==> config.mk <==
export PLATFORM = sky130hd
export DESIGN_NAME = weather_record_field_parser
export DESIGN_NICKNAME = d
export VERILOG_FILES = /design/src/design/wrp_pkg.sv /design/src/design/wrp_char_parse.sv /design/src/design/wrp_record_core.sv /design/src/design/weather_record_field_parser.sv
export SDC_FILE = /design/constraint.sdc
export NUM_CORES = 1
export LEC_CHECK = 0
export ABC_AREA = 1
export BUFFER_PORTS_ARGS = -buffer_cell sky130_fd_sc_hd__buf_2
export CAP_MARGIN = 20
export CELL_PAD_IN_SITES_DETAIL_PLACEMENT = 0
export CELL_PAD_IN_SITES_GLOBAL_PLACEMENT = 2
export CORE_UTILIZATION = 35
export DETAILED_ROUTE_END_ITERATION = 12
export PLACE_DENSITY_LB_ADDON = 0.08
export SLEW_MARGIN = 20
export SYNTH_ARGS = -nofsm -noshare
export SYNTH_HDL_FRONTEND = slang
export SYNTH_SLANG_ARGS = --single-unit
==> constraint.sdc <==
create_clock -name i_clk -period 9.5 [get_ports i_clk]
set_input_delay 0.95 -clock i_clk [delete_from_list [all_inputs] [get_ports i_clk]]
set_output_delay 0.95 -clock i_clk [all_outputs]
set_load 0.01 [all_outputs]
==> src/design/wrp_pkg.sv <==
// shared types, constants and the field window lookup for the weather record parser
// no dependencies; used by every module of the block
`default_nettype none

package wrp_pkg;

    localparam int FIELD_COUNT = 8;
    localparam int POS_W       = 6;
    localparam int ACC_W       = 18;
    localparam int VAL_W       = 32;
    localparam int IDX_W       = 3;

    localparam logic [POS_W-1:0] POS_MAX       = 6'd63;
    localparam logic [POS_W-1:0] LEN_PLAIN     = 6'd33;
    localparam logic [POS_W-1:0] LEN_WITH_CRLF = 6'd35;

    localparam logic [7:0] CH_PLUS  = 8'h2B;
    localparam logic [7:0] CH_MINUS = 8'h2D;
    localparam logic [7:0] CH_ZERO  = 8'h30;
    localparam logic [7:0] CH_NINE  = 8'h39;
    localparam logic [7:0] CH_SPACE = 8'h20;
    localparam logic [7:0] CH_TAB   = 8'h09;
    localparam logic [7:0] CH_CR    = 8'h0D;

    localparam logic [POS_W-1:0] FIELD_START [FIELD_COUNT] = '{
        6'd1, 6'd5, 6'd9, 6'd13, 6'd17, 6'd21, 6'd25, 6'd28
    };
    localparam logic [POS_W-1:0] FIELD_LEN [FIELD_COUNT] = '{
        6'd3, 6'd3, 6'd3, 6'd3, 6'd3, 6'd3, 6'd2, 6'd5
    };
    localparam logic [VAL_W-1:0] FIELD_MASK [FIELD_COUNT] = '{
        32'h0000_FFFF, 32'h0000_FFFF, 32'h0000_FFFF, 32'h0000_FFFF,
        32'h0000_FFFF, 32'h0000_FFFF, 32'h0000_00FF, 32'hFFFF_FFFF
    };

    typedef enum logic [1:0] {
        PH_SKIP   = 2'd0,
        PH_DIGITS = 2'd1,
        PH_DONE   = 2'd2
    } t_phase;

    typedef struct packed {
        t_phase             phase;
        logic [ACC_W-1:0]   acc;
        logic               neg;
    } t_field_state;

    localparam t_field_state FIELD_CLEAR = '{phase: PH_SKIP, acc: '0, neg: 1'b0};

    typedef struct packed {
        logic               hit;
        logic               first;
        logic [IDX_W-1:0]   idx;
    } t_field_hit;

    typedef logic [FIELD_COUNT-1:0][VAL_W-1:0] t_fields;

    // which field window a byte position falls in, if any
    function automatic t_field_hit find_field(input logic [POS_W-1:0] pos);
        t_field_hit h;
        h = '{hit: 1'b0, first: 1'b0, idx: '0};
        for (int i = 0; i < FIELD_COUNT; i++) begin
            if (pos >= FIELD_START[i] && pos < POS_W'(FIELD_START[i] + FIELD_LEN[i])) begin
                h.hit   = 1'b1;
                h.first = (pos == FIELD_START[i]);
                h.idx   = IDX_W'(i);
            end
        end
        return h;
    endfunction

endpackage

`default_nettype wire

==> src/design/wrp_char_parse.sv <==
// atoi step for one character of a field: whitespace skip, sign, digit accumulate
// depends on wrp_pkg
`default_nettype none

module wrp_char_parse
    import wrp_pkg::*;
(
    input  wire t_field_state  i_state,
    input  wire                i_restart,
    input  wire logic [7:0]    i_char,
    output t_field_state       o_state
);

    t_field_state     w_cur;
    logic             w_digit;
    logic             w_space;
    logic [ACC_W-1:0] w_dval;
    logic [ACC_W+3:0] w_times_ten;

    always_comb begin
        w_cur       = i_restart ? FIELD_CLEAR : i_state;
        w_digit     = (i_char >= CH_ZERO) && (i_char <= CH_NINE);
        w_space     = (i_char == CH_SPACE) || ((i_char >= CH_TAB) && (i_char <= CH_CR));
        w_dval      = ACC_W'(i_char - CH_ZERO);
        // acc * 10 as two shifts
        w_times_ten = ({4'b0, w_cur.acc} << 3) + ({4'b0, w_cur.acc} << 1);
        o_state     = w_cur;
        case (w_cur.phase)
            PH_SKIP: begin
                if (w_space) begin
                    o_state = w_cur;
                end else if (i_char == CH_PLUS || i_char == CH_MINUS) begin
                    o_state.neg   = (i_char == CH_MINUS);
                    o_state.phase = PH_DIGITS;
                end else if (w_digit) begin
                    o_state.acc   = w_dval;
                    o_state.phase = PH_DIGITS;
                end else begin
                    o_state.phase = PH_DONE;
                end
            end
            PH_DIGITS: begin
                if (w_digit) begin
                    o_state.acc = w_times_ten[ACC_W-1:0] + w_dval;
                end else begin
                    o_state.phase = PH_DONE;
                end
            end
            default: begin
                o_state = w_cur;
            end
        endcase
    end

endmodule

`default_nettype wire

==> src/design/wrp_record_core.sv <==
// record state: byte position, field parse state, pending and committed field values
// depends on wrp_pkg and wrp_char_parse
`default_nettype none

module wrp_record_core
    import wrp_pkg::*;
(
    input  wire             i_clk,
    input  wire             i_rst_n,
    input  wire             i_valid,
    input  wire logic [7:0] i_char,
    input  wire             i_last,
    output logic            o_ok,
    output t_fields         o_fields
);

    logic [POS_W-1:0] r_pos;
    logic [POS_W-1:0] n_pos;
    t_field_state     r_field;
    t_field_state     w_parsed;
    t_fields          r_pending;
    t_fields          r_committed;
    t_field_hit       w_hit;
    logic             w_in_range;
    logic [VAL_W-1:0] w_mag;
    logic [VAL_W-1:0] w_val;

    assign w_in_range = (r_pos < POS_MAX);
    assign w_hit      = find_field(r_pos);

    wrp_char_parse u_parse (
        .i_state   (r_field),
        .i_restart (w_hit.first),
        .i_char    (i_char),
        .o_state   (w_parsed)
    );

    always_comb begin
        n_pos = w_in_range ? r_pos + 6'd1 : r_pos;
        w_mag = {{(VAL_W-ACC_W){1'b0}}, w_parsed.acc};
        w_val = (w_parsed.neg ? (VAL_W'(0) - w_mag) : w_mag) & FIELD_MASK[w_hit.idx];
        o_ok  = (n_pos == LEN_PLAIN) || (n_pos == LEN_WITH_CRLF);
        // fields as they stand after this word's commit
        o_fields = o_ok ? r_pending : r_committed;
        if (o_ok && w_in_range && w_hit.hit) begin
            o_fields[w_hit.idx] = w_val;
        end
    end

    always_ff @(posedge i_clk) begin
        if (!i_rst_n) begin
            r_pos       <= '0;
            r_field     <= FIELD_CLEAR;
            r_pending   <= '0;
            r_committed <= '0;
        end else if (i_valid) begin
            if (w_in_range && w_hit.hit) begin
                r_field               <= w_parsed;
                r_pending[w_hit.idx]  <= w_val;
            end
            if (i_last) begin
                r_pos   <= '0;
                r_field <= FIELD_CLEAR;
                if (o_ok) begin
                    r_committed <= o_fields;
                end
            end else begin
                r_pos <= n_pos;
            end
        end
    end

endmodule

`default_nettype wire

==> src/design/weather_record_field_parser.sv <==
// Weather record field parser. One ASCII character of a fixed-layout sensor record is taken
// per word; tlast marks the final character. Eight decimal fields (atoi rules) are read at
// byte offsets 1, 5, 9, 13, 17, 21, 25 and 28. On the final character one result word is
// sent: tuser is 1 when the record length was 33 or 35 and the fields were updated, else 0
// and the previous record is repeated. A character passes an input register and one step of
// parse logic into the output register, so the block takes one word per clock; it stalls only
// when a final character meets a full output register that is not being drained.
// depends on wrp_pkg and wrp_record_core
`default_nettype none

module weather_record_field_parser
    import wrp_pkg::*;
(
    input  wire          i_clk,
    input  wire          i_rst_n,
    input  wire          i_s_axis_tvalid,
    output logic         o_s_axis_tready,
    input  wire [7:0]    i_s_axis_tdata,   // byte_in
    input  wire          i_s_axis_tlast,   // last_byte
    output logic         o_m_axis_tvalid,
    input  wire          i_m_axis_tready,
    // wind_direction, wind_speed_one_min, wind_speed_five_min, temperature_value,
    // rain_one_hour, rain_one_day (16 each), humidity_value (8), air_pressure (32)
    output logic [135:0] o_m_axis_tdata,
    output logic         o_m_axis_tuser    // ok
);

    logic         r_in_valid;
    logic [7:0]   r_in_char;
    logic         r_in_last;
    logic         r_out_valid;
    logic [135:0] r_out_data;
    logic         r_out_ok;
    logic         w_adv;
    logic         w_fire;
    logic         w_ok;
    t_fields      w_fields;

    // only a final character needs room in the output register
    assign w_adv           = !r_in_last || !r_out_valid || i_m_axis_tready;
    assign w_fire          = r_in_valid && w_adv;
    assign o_s_axis_tready = !r_in_valid || w_adv;

    wrp_record_core u_core (
        .i_clk    (i_clk),
        .i_rst_n  (i_rst_n),
        .i_valid  (w_fire),
        .i_char   (r_in_char),
        .i_last   (r_in_last),
        .o_ok     (w_ok),
        .o_fields (w_fields)
    );

    always_ff @(posedge i_clk) begin
        if (!i_rst_n) begin
            r_in_valid <= 1'b0;
        end else if (i_s_axis_tvalid && o_s_axis_tready) begin
            r_in_valid <= 1'b1;
        end else if (w_fire) begin
            r_in_valid <= 1'b0;
        end
    end

    always_ff @(posedge i_clk) begin
        if (i_s_axis_tvalid && o_s_axis_tready) begin
            r_in_char <= i_s_axis_tdata;
            r_in_last <= i_s_axis_tlast;
        end
    end

    always_ff @(posedge i_clk) begin
        if (!i_rst_n) begin
            r_out_valid <= 1'b0;
        end else if (w_fire && r_in_last) begin
            r_out_valid <= 1'b1;
        end else if (i_m_axis_tready) begin
            r_out_valid <= 1'b0;
        end
    end

    always_ff @(posedge i_clk) begin
        if (w_fire && r_in_last) begin
            r_out_ok   <= w_ok;
            r_out_data <= {w_fields[7], w_fields[6][7:0],
                           w_fields[5][15:0], w_fields[4][15:0], w_fields[3][15:0],
                           w_fields[2][15:0], w_fields[1][15:0], w_fields[0][15:0]};
        end
    end

    assign o_m_axis_tvalid = r_out_valid;
    assign o_m_axis_tdata  = r_out_data;
    assign o_m_axis_tuser  = r_out_ok;

endmodule

`default_nettype wire
==> flow_summary.toml, run 1 <==
[cts]
cts_sinks = 434
cts_tree = "yes"
h-tree-depth = 2
insertion_delay_ns = 0.59
cts_made_buffers = 48
cts_resized = 0
cts_setup_buffers = 0
cts_buffer_depth = 3
cts_hold_buf = 0
clock-root-buffer = "clkbuf_16"
cts.clk_slew.worst_paths_ns = 0.06

[global_route]
antenna_found_initial = 0
grt_pass1_wl_mm = 89.5
grt_pass1_vias = 15100
gr-usage-all-layers = 0.203
grt_max_degree = 224
grt-ovfl-total = 0

[floorplan]
initial_utilization = 0.356
die_area_um2 = 57300
dieHeight_um = 239
core_area_um2 = 55400
ioPinCount = 152
die-width_um = 239
num_rows = 86

[final_layout]
syn2layout_area_growth_pct = 14.4
multi_input_area_um2 = 8170
drive_gt1_frac = 0.141
fin_util = 0.407
nNetsFinal = 2541
seqCellArea_um2 = 10100
final_cell_area_um2 = 22600
diodes = 0
fillers = 5623

[worst_setup_path]
slowest_stage = "fa_1"
end_kind = "flop"
critical_path.top_delay_family = "simple AND/OR/NAND/NOR gates"
arrival_ns = 5.70
cpMostUsedCell = "nand2_1"
start_kind = "flop"
max_stage_delay_ns = 0.50
path_buf_inv = 6
cp_data_required_time_ns = 9.98
cp_max_fo = 15
path_class = "reg -> reg"

[sta]
period_needed_ns = 5.22
relSlewSlack = 0.278
maxSlewViolCount = 0
hold_viol = 0
setup_viol = 0
fmax_mhz = 192
period_share = 0.550
rsz0062_at_grt = "no"
tns_ns = 0
tightest_slew_ns = 1.08
fin_skew_ns = 0.0173

[placement]
gp_congestion = 0.832
place_area_um2 = 21100
port_buffers = 151
place_hpwl_mm = 37.7

[yosys]
ys_async_sr_fraction = 0
ys_ff_latch = 434
synth_flop_cell = "dfxtp_1"
yosys-top-cells-count = "660 x nand2_1, 288 x dfxtp_1, 288 x o21ai_0"
synth.most_common_cell = "nand2_1"
synth-seq-area-share = 0.515
synth_area_leaders = "dfxtp_1 29%, edfxtp_1 22%, nand2_1 13%"
synth_top_area_share = 0.292
yosysTopAreaCell = "dfxtp_1"
yosysWarnings = 0
yosysUniqueCellTypes = 50
syn-num-nets = 2448
synth-edff-count = 146
syn-instance-count = 2395
synth_area_um2 = 19700
avgSynthCellArea_um2 = 8.24

[route]
antenna_left = 0
dr.pass1.iters = 5
vias = 16100
via_per_inst = 4.90
totalWireLength_mm = 58.0
drt_iter0_markers = 1045
wl_per_cell_um = 17.7
drc = 0

[power_and_ir_drop]
leakage_nw = 9.96
powerDensity_nw_per_um2 = 173
irDropWorstVdd_uv = 140

[run_status]
status = "finished, final reports clean"

[run]
drv_cap = 0

[hold_path]
holdCritPathClass = "reg -> reg"
-- flip-flops by register name, summed over array words and instances (netlist names), 6 cells and up --
signal and count:
o_m_axis_tdata 136, u_core.r_committed 136, u_core.r_pending 123, u_core.r_field 21, r_in_char 8, u_core.r_pos 6
-- layer usage --
metal	vias to the layer above	GRT usage	share of wire
met1	7525	0.287	0.49
met3	60	0.0247	0.038
met4	0	0.0530	0.017
met2	344	0.325	0.46
li1	8130	-	-
met5	-	0	0
-- tightest hold or removal path, cell delays in order (launching register included) --
cell and delay (ns):
dfxtp_1 0.31, nand2_1 0.06, a21oi_1 0.06
-- metrics by stage --
| step | hold slack [ns] | worst slack [ns] | total power [mW] | cells |
|---|---|---|---|---|
| 2_1_floorplan | 0.445 | 4.71 | 2.09 | 2395 |
| 6_report | 0.467 | 4.28 | 3.91 | 3276 |
| 3_3_place_gp | 0.453 | 4.30 | 2.16 | 3186 |
| 5_1_grt | 0.494 | 3.69 | 4.06 | 3276 |
| 3_5_place_dp | 0.462 | 4.30 | 2.16 | 3186 |
| 4_1_cts | 0.471 | 4.27 | 3.97 | 3276 |
-- cell usage in the layout (no fill, tap or decap), types with 4 or more instances in the layout --
cell type,instances
nor3_1,6
nor2_2,21
o211ai_2,10
xor2_1,4
clkinv_1,9
buf_4,16
inv_2,26
o21ai_2,5
nand3_1,85
edfxtp_1,146
clkbuf_1,8
a21oi_1,174
o21bai_1,5
clkinv_2,16
xor2_2,5
fa_1,15
nor2_1,112
ha_1,25
nand3_2,12
nand3_4,6
buf_2,150
dfxtp_1,288
nor2_4,8
o21ai_1,10
nand4_1,14
nand2_2,8
a31oi_1,84
clkbuf_16,49
nand2_1,659
o211ai_1,9
o21ai_0,288
inv_1,210
-- power by group --
part	switching [mW]	internal, mW	total [mW]
registers	0.0118	1.93	1.95
clock network	0.777	1.02	1.80
logic	0.125	0.0435	0.168
-- path summary, 6_finish.rpt --
check                      from                       to  slack [ns]  cells after the start
max             u_core.r_pos[0]  u_core.r_committed[244]        4.28                     30
min reg2reg  u_core.r_field[14]       u_core.r_field[14]        0.47                      2
max reg2reg     u_core.r_pos[0]  u_core.r_committed[244]        4.28                     30
min          u_core.r_field[14]       u_core.r_field[14]        0.47                      2
-- logic make-up (layout without fill, tap and decap cells) --
kind of cell    after synthesis  count (layout)  share of synthesized area
fa+ha+maj                    40              40                     0.0311
xor+xnor                     15              15                     0.0105
simple gates                943             943                      0.204
flops                       434             434                      0.515
compound gates              600             600                      0.168
buf+inv                     363             496                     0.0728
-- cell type report --
type | instances | area share
Clock buffer | 59 | 0.0569
Multi-Input combinational cell | 1598 | 0.362
Sequential cell | 434 | 0.450
Inverter | 238 | 0.0399
Tap cell | 748 | 0.0415
Timing Repair Buffer | 168 | 0.0400
Clock inverter | 31 | 0.0104
(Power assumes the default switching activity.)
==> inputs of run 2 (changes only) <==
--- a/config.mk
+++ b/config.mk
@@ -5,12 +5,12 @@
 export SDC_FILE = /design/constraint.sdc
 export NUM_CORES = 1
 export LEC_CHECK = 0
-export ABC_AREA = 1
+export ABC_AREA = 0
 export BUFFER_PORTS_ARGS = -buffer_cell sky130_fd_sc_hd__buf_2
 export CAP_MARGIN = 20
 export CELL_PAD_IN_SITES_DETAIL_PLACEMENT = 0
 export CELL_PAD_IN_SITES_GLOBAL_PLACEMENT = 2
-export CORE_UTILIZATION = 35
+export CORE_UTILIZATION = 33
 export DETAILED_ROUTE_END_ITERATION = 12
 export PLACE_DENSITY_LB_ADDON = 0.08
 export SLEW_MARGIN = 20
==> constraint.sdc (replaced) <==
create_clock -name i_clk -period 4.6 [get_ports i_clk]
set_input_delay 0.46 -clock i_clk [delete_from_list [all_inputs] [get_ports i_clk]]
set_output_delay 0.46 -clock i_clk [all_outputs]
set_load 0.01 [all_outputs]
==> run 2 against run 1 <==
  * The run now ends with setup timing left
  * Highest routed layer unchanged
  * Via count about the same
  * Power grew 120%
  * Clock power up 120%
  * Sequential power increased by 100%
  * Fmax rose by 8.5%
  * Non-clock buffer count grew 208
  * Cell count shrank 1.4%
  * First-iteration DRC count fell by 7.1%
  * Critical path depth down 7
  * Combinational power rose to 3.1 times the previous value
  * Sequential share of layout area shrank 3.9 points
  * Synthesized area fell by 4.1%
  * Critical endpoint is now o_m_axis_tdata[121]
==> flow_summary.toml, run 2 <==
[run_status]
status = "finished, violations left"
failed_checks = "setup timing"

[cts]
cts_sinks = 434
clock-root-buffer = "clkbuf_16"
cts.clk_slew.worst_paths_ns = 0.06
h-tree-depth = 2
cts_buffer_depth = 3
cts_tree = "yes"
insertion_delay_ns = 0.60
cts_made_buffers = 50

[worst_setup_path]
path_class = "reg -> reg"
path_cells = "inv_4, ha_4, nor2b_4, a22oi_2, buf_6, and2_4, inv_2, fa_2, inv_2, ha_4, buf_4, nand3_1, o2111ai_4, buf_4, a221o_1, nand4_1, and2_4, and4b_2, buf_4, nand4_1, o21ai_2, xor2_2, a221oi_1"
cp_num_cells = 23
r2r-start = "u_core.r_pos[1]"
cp_max_fo = 5
end_kind = "flop"
rr_endpoint = "o_m_axis_tdata[121]"
path_buf_inv = 7
cp_data_required_time_ns = 4.99
critical_path.top_delay_family = "compound AO/OA/AOI/OAI gates"
start_kind = "flop"
max_stage_delay_ns = 0.53
slowest_stage = "fa_2"
reg2reg_depth = 23
cpMostUsedCell = "buf_4"
arrival_ns = 5.20
ff2ff_setup_slack_ns = -0.21

[sta]
maxSlewViolCount = 0
fmax_mhz = 208
tightest_slew_ns = 0.956
setup_viol = 82
hold_slack_ns = 0.0346
period_needed_ns = 4.81
fin_skew_ns = 0.0171
rsz0062_at_grt = "yes"
setup_slack_ns = -0.210
period_share = 1.05
hold_viol = 0
relSlewSlack = 0.361

[floorplan]
die-width_um = 241
num_rows = 87
ioPinCount = 152
core_area_um2 = 56500
initial_utilization = 0.335
dieHeight_um = 241
die_area_um2 = 58300

[power_and_ir_drop]
switchingPower_mw = 1.99
power_frac_seq = 0.468
powerDensity_nw_per_um2 = 344
irDropWorstVdd_uv = 247
fin_total_pwr_mw = 8.50
p_comb_frac = 0.062
clockPowerShare = 0.471
leakage_nw = 10.4
p_sw_frac = 0.234
internal-power_mw = 6.52

[hold_path]
hp-start = "i_s_axis_tdata[0]"
holdCritPathClass = "in -> reg"
hold_end = "r_in_char[0]"
holdPathStages = 1

[global_route]
grt_pass1_vias = 15600
grt_max_degree = 134
grt_pass1_wl_mm = 94.4
antenna_found_initial = 1
gr-usage-all-layers = 0.212
grt-ovfl-total = 0

[yosys]
yosysWarnings = 0
synth_top_area_share = 0.305
synth-edff-count = 146
synth_area_leaders = "dfxtp_1 30%, edfxtp_1 23%, nand2_1 9.2%"
synth-seq-area-share = 0.537
yosysUniqueCellTypes = 74
synth.most_common_cell = "nand2_1"
yosysTopAreaCell = "dfxtp_1"
syn-num-nets = 2201
ys_async_sr_fraction = 0
synth_flop_cell = "dfxtp_1"
avgSynthCellArea_um2 = 8.81
yosys-top-cells-count = "462 x nand2_1, 345 x nor2_1, 288 x dfxtp_1"
synth_area_um2 = 18900
syn-instance-count = 2148
ys_ff_latch = 434

[run]
drv_cap = 0

[final_layout]
drive_gt1_frac = 0.255
layout_common_cells = "452 x nand2_1, 340 x nor2_1, 286 x dfxtp_1"
syn2layout_area_growth_pct = 30.8
layout_commonest_cell = "nand2_1"
nNetsFinal = 2485

[route]
drt_iter0_markers = 971
via_per_inst = 4.97
totalWireLength_mm = 62.1
antenna_left = 0
wl_per_cell_um = 19.2
dr.pass1.iters = 8
drc = 0
vias = 16100

[placement]
gp_congestion = 0.813
port_buffers = 151
place_hpwl_mm = 39.4
==> run 2: worst max path at each step <==
| stage | slack [ns] | end | startpoint |
|---|---|---|---|
| 6_report | -0.21 | o_m_axis_tdata[121] | u_core.r_pos[1] |
| 5_1_grt | -0.39 | u_core.r_pending[143] | u_core.r_pos[1] |
| 4_1_cts | -0.26 | o_m_axis_tdata[132] | u_core.r_pos[1] |
| 3_5_place_dp | -0.79 | u_core.r_pending[140] | u_core.r_pos[1] |
| 3_3_place_gp | -0.57 | u_core.r_pending[44] | u_core.r_pos[1] |
| 2_1_floorplan | -0.22 | o_m_axis_tdata[126] | u_core.r_pos[1] |
==> run 2: routing by layer <==
layer / wire length, um / track usage / part of all wire / up-vias
li1: - / - / - / 7942
met5: 0 / 0 / 0 / -
met2: 29400 / 0.345 / 0.47 / 316
met4: 1420 / 0.0600 / 0.023 / 0
met1: 29000 / 0.296 / 0.47 / 7720
met3: 2260 / 0.0243 / 0.036 / 91
==> run 2: kinds of logic (layout without fill, tap and decap cells) <==
family / count (synthesis) / in the layout / synth area share
mux: 21 / 21 / 0.0115
compound gates: 373 / 373 / 0.128
buf+inv: 176 / 502 / 0.0363
flops: 434 / 434 / 0.537
simple gates: 1073 / 1073 / 0.240
xor+xnor: 31 / 31 / 0.0148
other cells: 0 / 1 / 0
fa+ha+maj: 40 / 40 / 0.0324
==> run 2: through the flow <==
stage | utilization | cell area (um^2) | cells | setup WS (ns) | setup TNS (ns)
after floorplan | - | 19100 | 2148 | -0.218 | -3.94
after global placement | 0.385 | 21700 | 3095 | -0.575 | -35.73
after detailed placement | 0.385 | 21700 | 3095 | -0.794 | -48.60
after CTS | 0.425 | 24000 | 3211 | -0.262 | -11.60
after global routing | 0.438 | 24700 | 3230 | -0.390 | -24.20
final | 0.438 | 24700 | 3231 | -0.210 | -9.06
==> run 2: power by group through the flow <==
| stage | registers, mW | clock network, mW | logic [mW] |
|---|---|---|---|
| 6_report | 3.97 | 4.00 | 0.527 |
| 5_1_grt | 3.97 | 4.27 | 0.565 |
| 3_3_place_gp | 4.06 | 0 | 0.433 |
| 2_1_floorplan | 4.06 | 0 | 0.232 |
| 4_1_cts | 3.97 | 4.13 | 0.479 |
| 3_5_place_dp | 4.06 | 0 | 0.434 |
==> run 2: final cells by class <==
cell class | instances | area [um^2]
well taps | 756 | 946
flip-flops and latches | 434 | 10200
inverters | 32 | 136
clock buffers | 71 | 1400
clock inverters | 23 | 231
repair buffers | 376 | 2710
diodes | 1 | 2.50
multi-input cells | 1538 | 9160
fillers | 5535 | 31800
==> run 2: what timing repair did <==
item	CTS	global route
setup endpoints to repair	127	125
gates cloned	1	0
setup buffers	22	20
pin swaps	44	82
hold buffers	1	0
hold endpoints to repair	1	0
resized for setup	107	140
==> inputs of run 3 (changes only) <==
--- a/config.mk
+++ b/config.mk
@@ -5,7 +5,7 @@
 export SDC_FILE = /design/constraint.sdc
 export NUM_CORES = 1
 export LEC_CHECK = 0
-export ABC_AREA = 0
+export ABC_AREA = 1
 export BUFFER_PORTS_ARGS = -buffer_cell sky130_fd_sc_hd__buf_2
 export CAP_MARGIN = 20
 export CELL_PAD_IN_SITES_DETAIL_PLACEMENT = 0
@@ -13,6 +13,7 @@
 export CORE_UTILIZATION = 33
 export DETAILED_ROUTE_END_ITERATION = 12
 export PLACE_DENSITY_LB_ADDON = 0.08
+export SKIP_LAST_GASP = 1
 export SLEW_MARGIN = 20
 export SYNTH_ARGS = -nofsm -noshare
 export SYNTH_HDL_FRONTEND = slang
==> run 3 against run 2 <==
  * The run now ends clean
  * Cell area fell by 1.1%
  * Clock skew grew 0.00079 ns
  * Combinational power decreased by 17%
  * Cell count up 6.5%
  * Largest power group unchanged
==> flow_summary.toml, run 3 (same netlist as run 1, synthesis figures left out) <==
[route]
via_per_inst = 4.83
dr.pass1.iters = 5
vias = 16600
drc = 0
antenna_left = 0
totalWireLength_mm = 60.4
wl_per_cell_um = 17.5
drt_iter0_markers = 1076

[power_and_ir_drop]
powerDensity_nw_per_um2 = 351
fin_total_pwr_mw = 8.60
leakage_nw = 10.8
irDropWorstVdd_uv = 275

[cts]
h-tree-depth = 2
cts.clk_slew.worst_paths_ns = 0.06
cts_sinks = 434
cts_tree = "yes"
cts_made_buffers = 50
cts_buffer_depth = 3
insertion_delay_ns = 0.59
clock-root-buffer = "clkbuf_16"

[floorplan]
core_area_um2 = 59000
dieHeight_um = 246
die_area_um2 = 60800
die-width_um = 246
ioPinCount = 152
num_rows = 89
initial_utilization = 0.334

[final_layout]
layout_commonest_cell = "nand2_1"
drive_gt1_frac = 0.223
fillers = 5982
syn2layout_area_growth_pct = 24.0
nNetsFinal = 2680
diodes = 0
stdcell_count = 3442
layout_common_cells = "627 x nand2_1, 287 x dfxtp_1, 286 x o21ai_0"

[sta]
setup_viol = 0
tightest_slew_ns = 1.10
maxSlewViolCount = 0
period_needed_ns = 4.31
relSlewSlack = 0.264
fin_skew_ns = 0.0179
hold_viol = 0
period_share = 0.937
rsz0062_at_grt = "yes"
fmax_mhz = 232

[run]
drv_cap = 0

[global_route]
antenna_found_initial = 2
grt_max_degree = 107
grt_pass1_vias = 16100
grt_pass1_wl_mm = 92.6
gr-usage-all-layers = 0.197
grt-ovfl-total = 0

[placement]
place_inst = 3339
place_hpwl_mm = 40.7
gp_congestion = 0.827
port_buffers = 151

[worst_setup_path]
cp_data_required_time_ns = 4.94
cp_max_fo = 5
path_class = "reg -> reg"
start_kind = "flop"
arrival_ns = 4.66
end_kind = "flop"

[run_status]
status = "finished, final reports clean"

[hold_path]
holdCritPathClass = "in -> reg"
==> run 3: cell count changes in the layout (fill, tap and decap cells not counted), moves of 25 or more <==
cell,delta
buf_4,-41
nand3_2,+25
a31oi_1,+71
inv_1,+185
nand2_2,+32
nand2_1,+175
nor2_2,+28
o21a_1,-36
a21oi_1,+74
nor2_1,-247
o21ai_0,+251
buf_6,-25
nor3_1,-114
==> run 3: where the power goes <==
part | internal, mW | switching (mW) | total, mW
clock | 2.49 | 1.65 | 4.14
sequential | 4.00 | 0.0249 | 4.02
combinational | 0.149 | 0.289 | 0.438
==> run 3: final cells by class <==
cell class / instances / area, um^2 / area share
sequential: 434 / 10200 / 0.415
multi-input combinational: 1599 / 8700 / 0.356
timing repair buffer: 304 / 2000 / 0.0819
clock buffer: 72 / 1500 / 0.0613
tap: 773 / 967 / 0.0395
inverter: 238 / 905 / 0.0370
clock inverter: 22 / 238 / 0.00972
==> run 3: metrics by stage <==
stage,setup TNS [ns],setup WS (ns),area [um^2],utilization,hold WS (ns)
2_1_floorplan,0,0.288,19700,-,0.445
3_3_place_gp,-1.85,-0.177,22100,0.374,0.453
3_5_place_dp,-4.37,-0.229,22100,0.374,0.456
4_1_cts,-0.0204,-0.0204,23900,0.405,0.00108
5_1_grt,-0.101,-0.0236,24500,0.414,0.0248
6_report,0,0.288,24500,0.414,0.0544
==> run 3: critical path, cell delays in order (launching register included) <==
cell,delay (ns)
dfxtp_1,0.31
buf_4,0.13
ha_1,0.18
inv_1,0.07
nand2_1,0.07
inv_1,0.07
nand3_2,0.10
nand3_4,0.16
buf_6,0.13
nor2_4,0.03
buf_4,0.14
fa_1,0.58
ha_4,0.22
nand2_1,0.08
nand3_1,0.11
buf_4,0.16
xnor2_2,0.17
nand2_1,0.11
nand3_2,0.12
and2_1,0.14
nand3_2,0.14
nor2_4,0.15
a21oi_1,0.11
xor2_2,0.21
buf_4,0.17
a21boi_2,0.15
inv_1,0.06
==> run 3: final timing paths <==
path                                    startpoint             endpoint  slack, ns  depth (start not counted)
worst max-delay path               u_core.r_pos[1]  o_m_axis_tdata[112]       0.29                         26
worst min-delay path             i_s_axis_tdata[1]         r_in_char[1]       0.05                          1
worst max register to register     u_core.r_pos[1]  o_m_axis_tdata[112]       0.29                         26
worst min register to register  u_core.r_field[13]   u_core.r_field[13]       0.47                          2
==> run 3: routing by layer <==
metal,track usage,part of all wire,up-vias
li1,-,-,8423
met1,0.270,0.48,7846
met2,0.326,0.46,278
met3,0.0243,0.034,86
met4,0.0539,0.023,0
met5,0,0,-
==> run 3: timing repair <==
item                                    CTS  global route
resized for setup                        13           116
endpoints found under the setup margin   79           127
hold buffers                              3             0
endpoints found under the hold margin     3             0
gates cloned                              0             2
buffers inserted                          0             4
pin swaps                                 1            36
